### src/sv/socks5_pkg.sv
// Shared types and constants for the SOCKS5 request header parser.
// No dependencies; imported by every module of the block.
`timescale 1ns / 1ps
`default_nettype none
package socks5_pkg;

  localparam logic [7:0] SOCKS_VERSION  = 8'h05;
  localparam logic [7:0] RSV_VALUE      = 8'h00;
  localparam logic [7:0] ATYP_IPV4      = 8'h01;
  localparam logic [7:0] ATYP_IPV6      = 8'h04;
  localparam logic [7:0] ATYP_NAME      = 8'h03;
  localparam logic [7:0] CMD_FIRST      = 8'h01;
  localparam logic [7:0] CMD_LAST       = 8'h03;
  localparam logic [7:0] REP_FAIL_LAST  = 8'h08;
  localparam logic [7:0] IPV4_LEN       = 8'd4;
  localparam logic [7:0] IPV6_LEN       = 8'd16;

  localparam logic [1:0] HDR_LAST_IDX   = 2'd3;

  localparam logic MODE_REQUEST = 1'b0;
  localparam logic KIND_ADDR    = 1'b0;
  localparam logic KIND_END     = 1'b1;

  localparam logic [2:0] ST_OK        = 3'd0;
  localparam logic [2:0] ST_BAD_VER   = 3'd1;
  localparam logic [2:0] ST_BAD_RSV   = 3'd2;
  localparam logic [2:0] ST_BAD_TYPE  = 3'd3;
  localparam logic [2:0] ST_BAD_CMD   = 3'd4;
  localparam logic [2:0] ST_REP_FAIL  = 3'd5;
  localparam logic [2:0] ST_REP_UNK   = 3'd6;

  localparam logic [1:0] AK_IPV4 = 2'd0;
  localparam logic [1:0] AK_IPV6 = 2'd1;
  localparam logic [1:0] AK_NAME = 2'd2;

  localparam int unsigned OUT_TDATA_W = 56;

  typedef enum logic [4:0] {
    PH_HEADER  = 5'b00001,
    PH_NAMELEN = 5'b00010,
    PH_BODY    = 5'b00100,
    PH_PORTHI  = 5'b01000,
    PH_PORTLO  = 5'b10000
  } phase_t;

  typedef struct packed {
    logic       result_kind;
    logic [7:0] addr_byte;
    logic [7:0] addr_index;
    logic [2:0] status;
    logic [7:0] code;
    logic [1:0] addr_kind;
    logic [7:0] addr_length;
    logic [15:0] dest_port;
  } result_t;

endpackage
`default_nettype wire

### src/sv/socks5_parse_fsm.sv
// Message state machine: holds header/body/port state; forms address and end results.
// Depends on socks5_pkg.
`timescale 1ns / 1ps
`default_nettype none
module socks5_parse_fsm
  import socks5_pkg::*;
(
  input  wire logic       clk,
  input  wire logic       rst_n,
  input  wire logic       step,
  input  wire logic [7:0] rx_byte,
  input  wire logic       parse_mode,
  output logic            res_valid,
  output result_t         res
);

  phase_t     phase_r, phase_nxt;
  logic [1:0] hdr_cnt_r, hdr_cnt_nxt;
  logic [7:0] version_r, version_nxt;
  logic [7:0] code_r, code_nxt;
  logic [7:0] rsv_r, rsv_nxt;
  logic [1:0] kind_r, kind_nxt;
  logic [7:0] body_len_r, body_len_nxt;
  logic [7:0] body_cnt_r, body_cnt_nxt;
  logic [7:0] port_hi_r, port_hi_nxt;

  logic [7:0] body_cnt_inc;
  logic [2:0] end_status;
  logic [2:0] hdr_status;

  assign body_cnt_inc = body_cnt_r + 8'd1;

  always_comb begin
    if (parse_mode == MODE_REQUEST) begin
      end_status = (code_r >= CMD_FIRST && code_r <= CMD_LAST) ? ST_OK : ST_BAD_CMD;
    end else if (code_r == 8'd0) begin
      end_status = ST_OK;
    end else if (code_r <= REP_FAIL_LAST) begin
      end_status = ST_REP_FAIL;
    end else begin
      end_status = ST_REP_UNK;
    end
  end

  // version, then reserved, then type; first failure wins
  always_comb begin
    if (version_r != SOCKS_VERSION) begin
      hdr_status = ST_BAD_VER;
    end else if (rsv_r != RSV_VALUE) begin
      hdr_status = ST_BAD_RSV;
    end else if (rx_byte != ATYP_IPV4 && rx_byte != ATYP_IPV6 && rx_byte != ATYP_NAME) begin
      hdr_status = ST_BAD_TYPE;
    end else begin
      hdr_status = ST_OK;
    end
  end

  always_comb begin
    phase_nxt    = phase_r;
    hdr_cnt_nxt  = hdr_cnt_r;
    version_nxt  = version_r;
    code_nxt     = code_r;
    rsv_nxt      = rsv_r;
    kind_nxt     = kind_r;
    body_len_nxt = body_len_r;
    body_cnt_nxt = body_cnt_r;
    port_hi_nxt  = port_hi_r;
    res_valid    = 1'b0;
    res          = '0;

    unique case (phase_r)
      PH_NAMELEN: begin
        body_len_nxt = rx_byte;
        body_cnt_nxt = 8'd0;
        phase_nxt    = (rx_byte != 8'd0) ? PH_BODY : PH_PORTHI;
      end
      PH_BODY: begin
        res_valid        = 1'b1;
        res.result_kind  = KIND_ADDR;
        res.addr_byte    = rx_byte;
        res.addr_index   = body_cnt_r;
        body_cnt_nxt     = body_cnt_inc;
        if (body_cnt_inc == body_len_r) begin
          phase_nxt = PH_PORTHI;
        end
      end
      PH_PORTHI: begin
        port_hi_nxt = rx_byte;
        phase_nxt   = PH_PORTLO;
      end
      PH_PORTLO: begin
        res_valid       = 1'b1;
        res.result_kind = KIND_END;
        res.status      = end_status;
        res.code        = code_r;
        res.addr_kind   = kind_r;
        res.addr_length = body_len_r;
        res.dest_port   = {port_hi_r, rx_byte};
        phase_nxt       = PH_HEADER;
        hdr_cnt_nxt     = 2'd0;
      end
      default: begin
        // header octets; unreachable phase codes land here too
        phase_nxt = PH_HEADER;
        case (hdr_cnt_r)
          2'd0:    version_nxt = rx_byte;
          2'd1:    code_nxt    = rx_byte;
          2'd2:    rsv_nxt     = rx_byte;
          default: ;
        endcase
        if (hdr_cnt_r != HDR_LAST_IDX) begin
          hdr_cnt_nxt = hdr_cnt_r + 2'd1;
        end else begin
          hdr_cnt_nxt = 2'd0;
          if (hdr_status != ST_OK) begin
            res_valid       = 1'b1;
            res.result_kind = KIND_END;
            res.status      = hdr_status;
            res.code        = code_r;
          end else begin
            body_cnt_nxt = 8'd0;
            if (rx_byte == ATYP_IPV4) begin
              kind_nxt     = AK_IPV4;
              body_len_nxt = IPV4_LEN;
              phase_nxt    = PH_BODY;
            end else if (rx_byte == ATYP_IPV6) begin
              kind_nxt     = AK_IPV6;
              body_len_nxt = IPV6_LEN;
              phase_nxt    = PH_BODY;
            end else begin
              kind_nxt     = AK_NAME;
              body_len_nxt = 8'd0;
              phase_nxt    = PH_NAMELEN;
            end
          end
        end
      end
    endcase
  end

  always_ff @(posedge clk) begin
    if (!rst_n) begin
      phase_r    <= PH_HEADER;
      hdr_cnt_r  <= 2'd0;
      version_r  <= 8'd0;
      code_r     <= 8'd0;
      rsv_r      <= 8'd0;
      kind_r     <= AK_IPV4;
      body_len_r <= 8'd0;
      body_cnt_r <= 8'd0;
      port_hi_r  <= 8'd0;
    end else if (step) begin
      phase_r    <= phase_nxt;
      hdr_cnt_r  <= hdr_cnt_nxt;
      version_r  <= version_nxt;
      code_r     <= code_nxt;
      rsv_r      <= rsv_nxt;
      kind_r     <= kind_nxt;
      body_len_r <= body_len_nxt;
      body_cnt_r <= body_cnt_nxt;
      port_hi_r  <= port_hi_nxt;
    end
  end

endmodule
`default_nettype wire

### src/sv/socks5_out_reg.sv
// Result register: holds one formed result until the downstream side takes it.
// Depends on socks5_pkg.
`timescale 1ns / 1ps
`default_nettype none
module socks5_out_reg
  import socks5_pkg::*;
(
  input  wire logic    clk,
  input  wire logic    rst_n,
  input  wire logic    load,
  input  wire result_t res_in,
  input  wire logic    take,
  output logic         valid,
  output result_t      res_out
);

  logic    valid_r, valid_nxt;
  result_t res_r;

  always_comb begin
    if (load) begin
      valid_nxt = 1'b1;
    end else if (take) begin
      valid_nxt = 1'b0;
    end else begin
      valid_nxt = valid_r;
    end
  end

  always_ff @(posedge clk) begin
    if (!rst_n) begin
      valid_r <= 1'b0;
    end else begin
      valid_r <= valid_nxt;
    end
  end

  always_ff @(posedge clk) begin
    if (load) begin
      res_r <= res_in;
    end
  end

  assign valid   = valid_r;
  assign res_out = res_r;

endmodule
`default_nettype wire

### src/sv/socks5_request_header_parser.sv
// Top level of the SOCKS5 request/reply header parser: mode register, FSM, result register.
// Depends on socks5_pkg, socks5_parse_fsm, socks5_out_reg.
//
//  channel | ports                          | payload
//  --------+--------------------------------+------------------------------------------
//  in      | in_tvalid/in_tready/in_tdata   | rx_byte, one octet per request
//  out     | out_tvalid/out_tready/out_tdata| address octet or end-of-message result
//          | out_tuser                      | result_kind
//  cfg     | cfg_wr_en/cfg_wr_data          | parse_mode
//
// One octet per cycle unless stalled; each result shows in the cycle after its octet.
// in_tready drops only while a result waits and out_tready is low.
// Synchronous active-low reset returns to the header phase in request mode.
`timescale 1ns / 1ps
`default_nettype none
module socks5_request_header_parser
  import socks5_pkg::*;
(
  input  wire logic                   clk,
  input  wire logic                   rst_n,
  input  wire logic                   cfg_wr_en,
  input  wire logic [0:0]             cfg_wr_data,  // [0] parse_mode
  input  wire logic                   in_tvalid,
  output logic                        in_tready,
  input  wire logic [7:0]             in_tdata,     // [7:0] rx_byte
  output logic                        out_tvalid,
  input  wire logic                   out_tready,
  // [7:0] addr_byte, [15:8] addr_index, [18:16] status, [26:19] code,
  // [28:27] addr_kind, [36:29] addr_length, [52:37] dest_port, [55:53] zero
  output logic [OUT_TDATA_W-1:0]      out_tdata,
  output logic                        out_tuser     // [0] result_kind
);

  logic    mode_r;
  logic    step;
  logic    res_valid;
  result_t res;
  result_t res_q;

  always_ff @(posedge clk) begin
    if (!rst_n) begin
      mode_r <= MODE_REQUEST;
    end else if (cfg_wr_en) begin
      mode_r <= cfg_wr_data[0];
    end
  end

  assign in_tready = !out_tvalid || out_tready;
  assign step      = in_tvalid && in_tready;

  socks5_parse_fsm u_fsm (
    .clk        (clk),
    .rst_n      (rst_n),
    .step       (step),
    .rx_byte    (in_tdata),
    .parse_mode (mode_r),
    .res_valid  (res_valid),
    .res        (res)
  );

  socks5_out_reg u_out (
    .clk     (clk),
    .rst_n   (rst_n),
    .load    (step && res_valid),
    .res_in  (res),
    .take    (out_tready),
    .valid   (out_tvalid),
    .res_out (res_q)
  );

  assign out_tuser = res_q.result_kind;
  assign out_tdata = {3'b000, res_q.dest_port, res_q.addr_length, res_q.addr_kind,
                      res_q.code, res_q.status, res_q.addr_index, res_q.addr_byte};

endmodule
`default_nettype wire

### config.mk
export PLATFORM = sky130hd
export DESIGN_NAME = socks5_request_header_parser
export DESIGN_NICKNAME = d
export VERILOG_FILES = /design/src/sv/socks5_pkg.sv /design/src/sv/socks5_parse_fsm.sv /design/src/sv/socks5_out_reg.sv /design/src/sv/socks5_request_header_parser.sv
export SDC_FILE = /design/constraint.sdc
export NUM_CORES = 1
export LEC_CHECK = 0
export ABC_AREA = 1
export BUFFER_PORTS_ARGS = -buffer_cell sky130_fd_sc_hd__buf_4
export CORE_ASPECT_RATIO = 1.25
export CORE_UTILIZATION = 55
export DETAILED_ROUTE_END_ITERATION = 16
export HOLD_SLACK_MARGIN = 0.08
export PLACE_DENSITY = 0.8
export SLEW_MARGIN = 20
export SYNTH_ARGS = -nofsm -noshare
export SYNTH_HDL_FRONTEND = slang
export SYNTH_SLANG_ARGS = --single-unit
### constraint.sdc
create_clock -name clk -period 3.55 [get_ports clk]
set_clock_uncertainty 0.15 [all_clocks]
set_input_delay 0.5325 -clock clk [delete_from_list [all_inputs] [get_ports clk]]
set_output_delay 0.5325 -clock clk [all_outputs]
set_load 0.005 [all_outputs]
==> results.sh <==
export IMPL_critPathCaptureType="flip-flop"
export IMPL_whs_endpoint="mode_r"
export IMPL_fin_nets=637
export IMPL_drc_errors=0
export IMPL_slowest_delay_ps=680
export IMPL_dieArea_um2=9330
export IMPL_finalHoldViolations=0
export IMPL_r2r_setup_slack_ps=670
export IMPL_crit_path_start_kind="flip-flop"
export IMPL_num_vias=4049
export IMPL_ctsResizeCount=0
export IMPL_die_y_um=108
export IMPL_die_w_um=86.6
export IMPL_outcome="complete, no violations"
export IMPL_ys_seq_area_share_pct=57.0
export IMPL_cts_sinks=113
export IMPL_netlist_area_um2=4920
export IMPL_arrival_ps=2720
export IMPL_grt_usage_pct=27.1
export IMPL_rows=38
export IMPL_grt_pass1_wl_mm=18.5
export IMPL_cts_root_buf="clkbuf_8"
export IMPL_drt_total_wl_mm=11.7
export IMPL_timing_rr_start="u_fsm.version_r[4]"
export IMPL_diodes=0
export IMPL_wl_per_cell_um=15.6
export IMPL_setup_tns_ps=0
export IMPL_fin_cells=751
export IMPL_ys_ff_latch=113
export IMPL_worst_path_max_delay_cell="clkinv_2"
export IMPL_gp_congestion=0.891
export IMPL_vdd_ir_drop_worst_v=0.000337
export IMPL_layout_min_cycle_time_ps=2880
export IMPL_hold_path_cell_count=3
export IMPL_postSynthAreaPerCell_um2=9.06
export IMPL_worst_pin_slew_ps=903
export IMPL_grt_pass1_vias=3988
export IMPL_cts_made_buffers=17
export IMPL_rsz0062_at_grt="no"
export IMPL_cp_cell_sequence="nor2_1 -> nand2_1 -> nor2_1 -> nand3_4 -> a21oi_4 -> nand2_2 -> nand2_1 -> clkinv_2"
export IMPL_syn_to_final_growth_pct=24.6
export IMPL_core_area_um2=8700
export IMPL_grt_max_degree=55
export IMPL_antenna_found_initial=0
export IMPL_hold_class="input port to flip-flop"
export IMPL_critPathKind="flip-flop to flip-flop"
export IMPL_cp_max_fo=54
export IMPL_cts_hold_buffers=0
export IMPL_dr_first_iter_drc_count=315
export IMPL_min_period_over_period_pct=81.1
export IMPL_grt_overflow=0
export IMPL_dp_slack_ps=680
export IMPL_min_from="cfg_wr_data"
export IMPL_cts_buffer_depth=2
export IMPL_synth_distinct_cells=38
export IMPL_dp_cells=719
export IMPL_drive_gt1_share_pct=21.9
export IMPL_avgViaCountPerCell=5.39
export IMPL_synth_warnings=0
export IMPL_drv_slew=0
export IMPL_setup_viol=0
export IMPL_numPortBuffers=69
export IMPL_htreeDepth=4
export IMPL_io_pin_count=73
export IMPL_cap_violations=0
export IMPL_worstPathRequired_ps=3390
export IMPL_r2r_cells=8
export IMPL_postRouteAntennaNets=0
export IMPL_fmax_mhz=347
export IMPL_fin_ws_ps=671
export IMPL_clk_latency_ps=530
export IMPL_reg2reg_to="u_out.res_out[24]"
export IMPL_maxSlewHeadroom_pct=39.8
export IMPL_post_cts_buffers=0
export IMPL_leakage_nw=2.46
export IMPL_drt_pass1_iter_count=5
export IMPL_synthCells=543
export IMPL_start_util_pct=56.6
export IMPL_dp_hpwl_mm=7.74
export IMPL_pwr_density_cell_nw_per_um2=550
export IMPL_clk_pin_slew_ps=60
export IMPL_cts_tree="yes"
==> how the worst max path moves through the flow <==
| stage | startpoint | end | slack [ps] | cells after the start |
|---|---|---|---|---|
| after global placement | in_tdata[0] | u_out.res_out[20] | 750 | 11 |
| after CTS | u_fsm.phase_r[3] | u_out.res_out[38] | 790 | 8 |
| after global routing | u_fsm.phase_r[0] | u_out.res_out[37] | 420 | 8 |
| after floorplan | u_fsm.hdr_cnt_r[0] | u_out.res_out[0] | 730 | 7 |
| after detailed placement | in_tdata[4] | u_out.res_out[38] | 680 | 11 |
| final | u_fsm.version_r[4] | u_out.res_out[24] | 670 | 8 |
==> report_power, final <==
| part | internal [mW] | leakage (nW) | switching, mW |
|---|---|---|---|
| Combinational | 0.0617 | 1.18 | 0.128 |
| Sequential | 1.39 | 0.981 | 0.0208 |
| Clock | 1.20 | 0.300 | 0.568 |
| Total | 2.66 | 2.46 | 0.717 |
==> routing by layer <==
layer / wire (µm) / track usage, %
met1: 4460 / 30.0
met2: 6000 / 44.9
met5: 0 / 0
met4: 538 / 17.9
met3: 697 / 7.75
==> logic make-up after synthesis <==
group                    Yosys count  share of synthesized area, %
XOR/XNOR                           1                         0.178
buffers and inverters             90                          7.65
AND/OR/NAND/NOR                  229                          22.6
adder cells (fa/ha/maj)            5                          1.27
AO/OA/AOI/OAI                    104                          11.3
flip-flops                       113                          57.0
other                              1                        0.0762
==> cell usage after synthesis (all sizes together) <==
cell,count,area [µm²]
nor2,97,434
nand2,85,368
inv,72,270
a21oi,60,323
dfxtp,59,1180
edfxtp,54,1620
o21ai,39,195
nand3,31,183
buf,9,72.6
clkbuf,9,33.8
nand4,6,50.0
nor3,6,51.3
ha,5,62.6
nor4,2,12.5
o31ai,2,15.0
a31oi,1,6.26
and2,1,6.26
conb,1,3.75
nand3b,1,7.51
o21a,1,7.51
o21bai,1,7.51
xnor2,1,8.76
==> per-stage QoR <==
step           cell area [µm²]  power [mW]  utilization, %  hold WS [ps]
6_report                  6130        3.37            70.4           113
4_1_cts                   6130        3.38            70.4          99.4
3_5_place_dp              5510        1.62            63.4           293
2_1_floorplan             4930        1.57               -           277
3_3_place_gp              5510        1.62            63.4           290
5_1_grt                   6130        3.46            70.4           142
==> cells in the final DEF (no fill, tap or decap), types with 4 or more instances in the layout <==
| master | Yosys | layout |
|---|---|---|
| o21ai_0 | 31 | 31 |
| ha_1 | 5 | 5 |
| nand2_2 | 7 | 7 |
| nor2_8 | 4 | 4 |
| buf_4 | 4 | 72 |
| a21oi_1 | 58 | 58 |
| nand3_1 | 27 | 27 |
| bufinv_16 | 0 | 5 |
| nor2_1 | 91 | 91 |
| inv_1 | 62 | 61 |
| inv_2 | 10 | 10 |
| dfxtp_1 | 59 | 59 |
| edfxtp_1 | 54 | 54 |
| nand2_1 | 75 | 75 |
| clkinv_2 | 0 | 5 |
| clkbuf_16 | 0 | 16 |
| o21ai_1 | 8 | 8 |
| nand4_1 | 4 | 4 |
==> final cells by class <==
cell class                      instances  area, µm²
Clock inverter                         12        190
Multi-Input combinational cell        342       1750
Timing Repair Buffer                   72        541
Fill cell                             621       2570
Tap cell                              120        150
Clock buffer                           20        425
Sequential cell                       113       2800
Inverter                               72        272
==> registers in the layout, indices dropped and copies added (netlist names) <==
signal            flops
u_out.res_out        54
u_fsm.port_hi_r       8
u_fsm.kind_r          2
u_fsm.rsv_r           8
u_fsm.code_r          8
u_fsm.body_cnt_r      8
u_out.valid           1
u_fsm.version_r       8
u_fsm.hdr_cnt_r       2
u_fsm.phase_r         5
u_fsm.body_len_r      8
mode_r                1
==> worst max-delay path, delay by kind of cell, from the launching register on <==
family	cells	cell delay, ps
simple gates	6	860
flops	1	310
buf+inv	1	680
compound gates	1	290
Note: power is estimated with default switching activity, not from simulation.
